**src/hdl/life_grid_generation_top_macros.svh**
```systemverilog
// Assertion macros used by the life grid top level.
// Each macro expands to one labelled concurrent assertion clocked on clk, disabled in rst.
`ifndef LIFE_GRID_GENERATION_TOP_MACROS_SVH
`define LIFE_GRID_GENERATION_TOP_MACROS_SVH

// The condition holds at every clock edge outside reset.
`define LGG_ASSERT_ALWAYS(label, cond) \
  label: assert property (@(posedge clk) disable iff (rst) (cond)) \
    else $error("life grid check failed");

// When pre holds, post holds at the following clock edge.
`define LGG_ASSERT_NEXT(label, pre, post) \
  label: assert property (@(posedge clk) disable iff (rst) (pre) |=> (post)) \
    else $error("life grid check failed");

// When pre holds, post holds at the same clock edge.
`define LGG_ASSERT_SAME(label, pre, post) \
  label: assert property (@(posedge clk) disable iff (rst) (pre) |-> (post)) \
    else $error("life grid check failed");

`endif

```
**src/hdl/lgg_pkg.sv**
```systemverilog
// Shared types and constants for the life grid block.
// No dependencies; imported by every module of the block.
`default_nettype none

package lgg_pkg;

  // Grid geometry.
  localparam int unsigned GRID_SIZE = 32;
  localparam int unsigned IDX_W     = $clog2(GRID_SIZE);

  // Field widths of the streams.
  localparam int unsigned REQ_W     = 2;
  localparam int unsigned POS_W     = 5;
  localparam int unsigned S_DATA_W  = 16;
  localparam int unsigned M_DATA_W  = 8;

  // Life rule constants.
  localparam int unsigned BIRTH_COUNT = 3;
  localparam int unsigned DEATH_COUNT = 4;
  localparam int unsigned SURVIVE_MIN = 2;

  typedef logic [GRID_SIZE-1:0] row_t;

  // Request codes.
  typedef enum logic [REQ_W-1:0] {
    REQ_WRITE   = 2'd0,
    REQ_READ    = 2'd1,
    REQ_ADVANCE = 2'd2,
    REQ_NONE    = 2'd3
  } req_t;

  // Controller states.
  typedef enum logic {
    ST_IDLE  = 1'b0,
    ST_SWEEP = 1'b1
  } state_t;

  // Control bundle that the top level broadcasts to every row cell.
  typedef struct packed {
    logic             shift;
    logic             write;
    logic [IDX_W-1:0] wr_col;
    logic             wr_bit;
  } cell_ctrl_t;

endpackage

`default_nettype wire

```
**src/hdl/lgg_next_row.sv**
```systemverilog
// Life rule for one row: next row from the rows above, here and below.
// Depends on lgg_pkg for the grid size and rule constants.
`default_nettype none

module lgg_next_row
  import lgg_pkg::*;
(
  input  row_t above,
  input  row_t here,
  input  row_t below,
  output row_t next
);

  // Rows padded with a dead cell on either side, so the edges see no wrap.
  logic [GRID_SIZE+1:0] above_pad;
  logic [GRID_SIZE+1:0] here_pad;
  logic [GRID_SIZE+1:0] below_pad;

  assign above_pad = {1'b0, above, 1'b0};
  assign here_pad  = {1'b0, here,  1'b0};
  assign below_pad = {1'b0, below, 1'b0};

  // Each column counts its eight neighbours independently.
  always_comb begin
    logic [3:0] n;
    for (int c = 0; c < GRID_SIZE; c++) begin
      n = 4'(above_pad[c]) + 4'(above_pad[c+1]) + 4'(above_pad[c+2])
        + 4'(here_pad[c])                        + 4'(here_pad[c+2])
        + 4'(below_pad[c]) + 4'(below_pad[c+1]) + 4'(below_pad[c+2]);
      if (here[c]) begin
        next[c] = (n >= 4'(SURVIVE_MIN)) && (n < 4'(DEATH_COUNT));
      end else begin
        next[c] = (n == 4'(BIRTH_COUNT));
      end
    end
  end

endmodule

`default_nettype wire

```
**src/hdl/lgg_row_cell.sv**
```systemverilog
// One row cell of the grid chain: holds a row, takes a single-cell write,
// and during a sweep takes the row of its neighbour. Depends on lgg_pkg.
`default_nettype none

module lgg_row_cell
  import lgg_pkg::*;
(
  input  logic       clk,
  input  logic       rst,
  input  cell_ctrl_t ctrl,
  input  logic       hit,
  input  row_t       shift_in,
  output row_t       data
);

  row_t data_next;

  // A sweep shift has the grid to itself; otherwise a write may touch one bit.
  always_comb begin
    data_next = data;
    if (ctrl.shift) begin
      data_next = shift_in;
    end else if (ctrl.write && hit) begin
      data_next[ctrl.wr_col] = ctrl.wr_bit;
    end
  end

  // The grid starts all dead.
  always_ff @(posedge clk) begin
    if (rst) begin
      data <= '0;
    end else begin
      data <= data_next;
    end
  end

endmodule

`default_nettype wire

```
**src/hdl/life_grid_generation_top.sv**
```systemverilog
// Top level of the life grid block: stream ports, controller, row chain and rule unit.
// Depends on lgg_pkg, lgg_row_cell, lgg_next_row and the assertion macro header.
`default_nettype none

// Conway's Life on a 32 x 32 grid with dead cells beyond the edge, all dead after
// reset. Each request on the slave stream writes a cell, reads a cell or advances
// one generation, and gives exactly one result on the master stream (op_done is 0
// for an unknown request). For writes, reads and unknown requests the result
// appears in the output register on the next cycle, so with a ready sink one
// such request is taken every cycle. An advance shifts the rows through a chain
// of row cells past a single rule unit, one row per cycle, until all GRID_SIZE
// (32) rows have passed. The result is loaded with the last shift, and the next
// request can be taken once the controller is back in idle. A new request is
// taken while the controller is idle and the output register is empty or being
// emptied.

`include "life_grid_generation_top_macros.svh"

module life_grid_generation_top
  import lgg_pkg::*;
(
  input  logic                clk,
  input  logic                rst,
  input  logic                s_tvalid,
  output logic                s_tready,
  // s_tdata: req_type [1:0], row [6:2], col [11:7], cell_in [12], zero [15:13]
  input  logic [S_DATA_W-1:0] s_tdata,
  output logic                m_tvalid,
  input  logic                m_tready,
  // m_tdata: cell_out [0], op_done [1], zero [7:2]
  output logic [M_DATA_W-1:0] m_tdata
);

  // Request fields.
  logic [REQ_W-1:0] req_type;
  logic [POS_W-1:0] row;
  logic [POS_W-1:0] col;
  logic             cell_in;
  logic             s_unused;

  assign req_type = s_tdata[1:0];
  assign row      = s_tdata[6:2];
  assign col      = s_tdata[11:7];
  assign cell_in  = s_tdata[12];
  assign s_unused = ^s_tdata[S_DATA_W-1:13];

  // Column index at the width of the grid.
  logic [IDX_W+POS_W-1:0] col_ext;
  logic [IDX_W-1:0]       col_idx;
  logic                   on_grid;

  assign col_ext = {{IDX_W{1'b0}}, col};
  assign col_idx = col_ext[IDX_W-1:0];
  assign on_grid = (32'(row) < GRID_SIZE) && (32'(col) < GRID_SIZE);

  // Controller and result registers.
  state_t           state;
  state_t           state_next;
  logic [IDX_W-1:0] sweep_cnt;
  logic [IDX_W-1:0] sweep_cnt_next;
  row_t             above;
  row_t             above_next;
  logic             out_valid;
  logic             out_valid_next;
  logic             out_cell;
  logic             out_cell_next;
  logic             out_done;
  logic             out_done_next;

  logic       accept;
  logic       sweep_last;
  cell_ctrl_t ctrl;

  row_t             row_data [GRID_SIZE];
  logic [GRID_SIZE-1:0] hit;
  row_t             rd_row;
  row_t             below;
  row_t             new_row;

  assign accept     = s_tvalid && s_tready;
  assign sweep_last = (sweep_cnt == IDX_W'(GRID_SIZE - 1));

  // Next state.
  always_comb begin
    state_next = state;
    unique case (state)
      ST_IDLE: begin
        if (accept && (req_t'(req_type) == REQ_ADVANCE)) begin
          state_next = ST_SWEEP;
        end
      end
      ST_SWEEP: begin
        if (sweep_last) begin
          state_next = ST_IDLE;
        end
      end
      default: state_next = ST_IDLE;
    endcase
  end

  // Controller outputs: handshake, cell control and sweep bookkeeping.
  always_comb begin
    s_tready       = 1'b0;
    ctrl.shift     = 1'b0;
    ctrl.write     = 1'b0;
    ctrl.wr_col    = col_idx;
    ctrl.wr_bit    = cell_in;
    sweep_cnt_next = sweep_cnt;
    above_next     = above;
    unique case (state)
      ST_IDLE: begin
        s_tready       = !out_valid || m_tready;
        ctrl.write     = accept && (req_t'(req_type) == REQ_WRITE) && on_grid;
        sweep_cnt_next = '0;
        above_next     = '0;
      end
      ST_SWEEP: begin
        ctrl.shift     = 1'b1;
        sweep_cnt_next = sweep_cnt + IDX_W'(1);
        above_next     = row_data[0];
      end
      default: begin
        s_tready = 1'b0;
      end
    endcase
  end

  // Result register: loaded on a finished request, cleared when taken.
  always_comb begin
    out_valid_next = out_valid;
    out_cell_next  = out_cell;
    out_done_next  = out_done;
    if (out_valid && m_tready) begin
      out_valid_next = 1'b0;
    end
    if (accept && (req_t'(req_type) != REQ_ADVANCE)) begin
      out_valid_next = 1'b1;
      out_cell_next  = (req_t'(req_type) == REQ_READ) && on_grid && rd_row[col_idx];
      out_done_next  = (req_t'(req_type) != REQ_NONE);
    end else if ((state == ST_SWEEP) && sweep_last) begin
      out_valid_next = 1'b1;
      out_cell_next  = 1'b0;
      out_done_next  = 1'b1;
    end
  end

  // Control registers.
  always_ff @(posedge clk) begin
    if (rst) begin
      state     <= ST_IDLE;
      out_valid <= 1'b0;
    end else begin
      state     <= state_next;
      out_valid <= out_valid_next;
    end
  end

  // Payload registers; the row above starts dead at every sweep.
  always_ff @(posedge clk) begin
    sweep_cnt <= sweep_cnt_next;
    above     <= above_next;
    out_cell  <= out_cell_next;
    out_done  <= out_done_next;
  end

  // Row selection for writes and reads.
  always_comb begin
    rd_row = '0;
    for (int i = 0; i < GRID_SIZE; i++) begin
      hit[i] = (32'(row) == 32'(i));
      if (hit[i]) begin
        rd_row = rd_row | row_data[i];
      end
    end
  end

  // Rule unit at the head of the chain; the last row sees a dead row below.
  assign below = sweep_last ? '0 : row_data[1];

  lgg_next_row u_next_row (
    .above (above),
    .here  (row_data[0]),
    .below (below),
    .next  (new_row)
  );

  // Chain of row cells: each takes its neighbour's row, the tail takes the new row.
  for (genvar g = 0; g < GRID_SIZE; g++) begin : g_cell
    row_t shift_in;
    if (g == GRID_SIZE - 1) begin : g_tail
      assign shift_in = new_row;
    end else begin : g_body
      assign shift_in = row_data[g+1];
    end

    lgg_row_cell u_cell (
      .clk      (clk),
      .rst      (rst),
      .ctrl     (ctrl),
      .hit      (hit[g]),
      .shift_in (shift_in),
      .data     (row_data[g])
    );
  end

  assign m_tvalid = out_valid;
  assign m_tdata  = {{(M_DATA_W - 2){s_unused & 1'b0}}, out_done, out_cell};

  // Shorthands for the checks below.
  logic take_advance;
  logic sweep_first;
  logic sweep_end;
  logic reply_done_only;

  assign take_advance    = accept && (req_t'(req_type) == REQ_ADVANCE);
  assign sweep_first     = (state == ST_SWEEP) && (sweep_cnt == '0);
  assign sweep_end       = (state == ST_SWEEP) && sweep_last;
  assign reply_done_only = m_tvalid && m_tdata[1] && !m_tdata[0];

  // Checks on the controller and result logic.
  `LGG_ASSERT_SAME(a_no_accept_in_sweep, state == ST_SWEEP, !s_tready)
  `LGG_ASSERT_SAME(a_read_implies_done, m_tvalid && m_tdata[0], m_tdata[1])
  `LGG_ASSERT_NEXT(a_advance_starts_sweep, take_advance, sweep_first && !m_tvalid)
  `LGG_ASSERT_NEXT(a_sweep_gives_result, sweep_end, reply_done_only && (state == ST_IDLE))

endmodule

`default_nettype wire
```
**config.mk**
```make
export PLATFORM = sky130hd
export DESIGN_NAME = life_grid_generation_top
export DESIGN_NICKNAME = d
export VERILOG_FILES = /design/src/hdl/lgg_pkg.sv /design/src/hdl/lgg_next_row.sv /design/src/hdl/lgg_row_cell.sv /design/src/hdl/life_grid_generation_top.sv
export VERILOG_INCLUDE_DIRS = /design/src /design/src/hdl
export SDC_FILE = /design/constraint.sdc
export NUM_CORES = 2
export LEC_CHECK = 0
export BUFFER_PORTS_ARGS = -buffer_cell sky130_fd_sc_hd__buf_4
export CORE_ASPECT_RATIO = 1.4
export CORE_MARGIN = 1.5
export CORE_UTILIZATION = 41
export CTS_CLUSTER_DIAMETER = 150
export DETAILED_ROUTE_END_ITERATION = 10
export GPL_ROUTABILITY_DRIVEN = 0
export PLACE_DENSITY = 0.57
export SLEW_MARGIN = 40
export SYNTH_ARGS = -nofsm -noshare
export SYNTH_HDL_FRONTEND = slang
export SYNTH_SLANG_ARGS = --single-unit
```
**constraint.sdc**
```tcl
create_clock -name clk -period 4.1 [get_ports clk]
set_input_delay 0.205 -clock clk [delete_from_list [all_inputs] [get_ports clk]]
set_output_delay 0.205 -clock clk [all_outputs]
set_load 0.05 [all_outputs]
```
==> flow_metrics.tcl <==
set metrics [dict create \
    outcome "finished with violations" \
    violations "negative setup slack" \
    clock_path_buffers 3 \
    synth_top_area_share_pct 37.8 \
    rsz0062_at_grt "yes" \
    nNetsFinal 6763 \
    fin_crit_ps 4160 \
    clkSlewWorstSetupHoldPaths_ps 60 \
    ir_worst_vdd_mv 0.311 \
    drt-total-wl_mm 278 \
    grt_pass1_vias 54775 \
    finalHoldViolations 0 \
    synth_cell_types 82 \
    finalClockSkew_ps 31.2 \
    die_w_um 316 \
    cap_viol_max_count 0 \
    drv_slew 0 \
    clock_sinks 1065 \
    crit_start "sweep_cnt[0]" \
    num_io_pins 30 \
    drtAntennaViolNets 0 \
    p_per_area_nw_per_um2 373 \
    fin_ws_ps -59.6 \
    critPathTopFamily "adder cells" \
    worst_ep_required_time_ps 4780 \
    grt_pass1_wl_mm 395 \
    worst_r2r_path_depth 17 \
    drc 0 \
    multiInputGateArea_um2 31800 \
    hp-class "input port to flop" \
    cp.depth 17 \
    synth_cells 6776 \
    whs_endpoint "out_done" \
    rows 160 \
    area_delta_synth_final_pct 15.0 \
    chipHeight_um 441 \
    cpMaxStageDelayCell "fa_1" \
    maxSlewHeadroom_pct 29.7 \
    antenna_found_initial 6 \
    path_buf_inv 5 \
    fillCellCount 13090 \
    routed_wire_length_per_instance_um 33.1 \
    dr.pass1.iters 6 \
    synth_flop_cell "dfxtp_1" \
    synth.ff_latch_count 1065 \
    pre_cts_slack_ps -322 \
    synth-async-reset-ratio_pct 0 \
    timing.rr.end "g_cell[31].u_cell.data[19]" \
    slowest_delay_ps 540 \
    end_kind "flop" \
    cts_tree "yes" \
    crit_type "flop to flop" \
    yosysWarnings 0 \
    clk_latency_ps 770 \
    drt_iter0_markers 8705 \
    netlist_area_um2 56300 \
    hp-start "s_tdata[1]" \
    overflow 0 \
    io_buffers 20 \
    syn_avg_cell_area_um2 8.31 \
    vias 59210 \
    crit_fanout 5 \
    final_common_cell "a21oi_1" \
    clockRootBuffer "clkbuf_16" \
    regArea_um2 21300 \
    crit_path_cell_trace "ha_4 > and3_4 > ha_4 > inv_8 > buf_8 > buf_4 > nand2_2 > fa_1 > fa_1 > inv_2 > fa_2 > inv_2 > fa_2 > a2111oi_4 > a21oi_1 > or4b_4 > a311oi_2" \
    dieArea_um2 140000 \
    r2r_slack_ps -60 \
    drive_gt1_share_pct 13.7 \
    final_cell_mix "1071 x a21oi_1, 1060 x nand2_1, 1060 x dfxtp_1, 1009 x a311oi_1, 359 x buf_4" \
    synthTopCellsByArea "dfxtp_1 38%, a311oi_1 16%, a21oi_1 9.5%" \
    yosysTopAreaCell "dfxtp_1" \
    ctsHtreeMaxLevel 3 \
    rr_startpoint "sweep_cnt[0]" \
    dr_wl_met2_mm 119 \
    core-area_um2 136000 \
    critPathLaunchType "flop" \
    setup_viol 1 \
    wl_met1_mm 98.8 \
    cp.arrival_ps 4840 \
    start_util_pct 41.4 \
    grt_usage_pct 38.4 \
    tns_ps -59.6 \
    viasPerCell 7.05 \
    wl_met3_mm 32.5 \
    ys_seq_area_share_pct 37.9 \
    post-dp-hpwl_mm 174 \
    tightest_slew_ps 1050 \
    top_layer_used "met5" \
    fin_crit_sh_pct 101 \
    fmax_mhz 240 \
    grt_max_degree 198 \
    worstHoldPathCells 3 \
    cts_made_buffers 109 \
    p_leak_uw 0.0205 \
    synth-edff-count 2 \
]
-- repair_timing --
item	4_1_cts	5_1_grt
setup endpoints to repair	21	29
hold buffers	7	0
cloned	2	0
hold endpoints to repair	29	0
resized for setup	73	92
setup buffers	11	14
pin swaps	73	68
-- power by group --
group / switching [uW] / leakage, uW / internal (uW)
combinational: 2240 / 0.0101 / 634
sequential: 157 / 0.00859 / 10500
clock: 4650 / 0.00180 / 5960
-- per-layer routing --
metal / GRT usage, % / vias to the layer above
li1: - / 25055
met1: 46.9 / 28661
met2: 57.5 / 4234
met3: 9.08 / 1254
met4: 31.1 / 6
met5: 0 / -
-- synth_stat cells, types with 18 or more instances --
| library cell | n |
|---|---|
| buf_1 | 93 |
| clkbuf_1 | 553 |
| a22o_1 | 19 |
| a2111oi_0 | 66 |
| a311oi_1 | 1025 |
| dfxtp_1 | 1063 |
| nand2_1 | 1082 |
| fa_1 | 124 |
| and2_1 | 39 |
| nand4_1 | 80 |
| or4b_2 | 21 |
| o21bai_1 | 32 |
| a21oi_1 | 1072 |
| ha_1 | 95 |
| nor2_1 | 49 |
| inv_1 | 321 |
| buf_4 | 18 |
| buf_2 | 152 |
| a22oi_1 | 297 |
| and3_1 | 140 |
| nand3_1 | 117 |
| a21o_1 | 62 |
-- worst register-to-register path, stage by stage, from the launching register on --
cell	delay, ps
dfxtp_2	340
ha_4	160
and3_4	160
ha_4	180
inv_8	80
buf_8	140
buf_4	110
nand2_2	60
fa_1	540
fa_1	430
inv_2	70
fa_2	230
inv_2	50
fa_2	370
a2111oi_4	290
a21oi_1	80
or4b_4	520
a311oi_2	270
-- cell families after synthesis --
group | share of synthesized area (%)
adders and majority gates | 6.52
muxes | 0.420
buffers and inverters | 8.12
other | 0.00666
DFF | 37.9
xor gates and xnor gates | 0.0311
and+or+nand+nor | 13.5
AOI/OAI and AO/OA | 33.5
-- how the worst max path moves through the flow --
stage                                 endpoint  slack, ps
detailed placement  g_cell[31].u_cell.data[26]       -320
global placement    g_cell[31].u_cell.data[29]       -170
finish              g_cell[31].u_cell.data[19]        -60
CTS                 g_cell[31].u_cell.data[29]        -60
global route        g_cell[31].u_cell.data[19]       -180
floorplan           g_cell[31].u_cell.data[30]          8
-- per-stage QoR --
step / power (uW) / hold slack (ps) / utilization, % / instances / area, um2
global placement: 13600 / 478 / 44.0 / 8154 / 59800
CTS: 24000 / 95.4 / 47.2 / 8376 / 64200
floorplan: 12300 / 356 / - / 6781 / 56500
detailed placement: 13600 / 485 / 44.1 / 8162 / 60000
finish: 24100 / 146 / 47.6 / 8398 / 64800
global route: 24600 / 196 / 47.6 / 8390 / 64700
-- sequential cells by signal, indices dropped and copies added (netlist names) --
signal,count
above,32
state,1
out_done,1
out_cell,1
m_tvalid,1
g_cell.u_cell.data,1024
sweep_cnt,5
-- area by class of cell --
cell class,instances,share of cell area (%)
Antenna cell,9,0.0348
Inverter,321,1.87
Timing Repair Buffer,452,6.88
Sequential cell,1065,33.0
Multi-Input combinational cell,4575,49.2
Clock inverter,43,0.802
Tap cell,1782,3.44
Clock buffer,151,4.85
(Power assumes the default switching activity.)
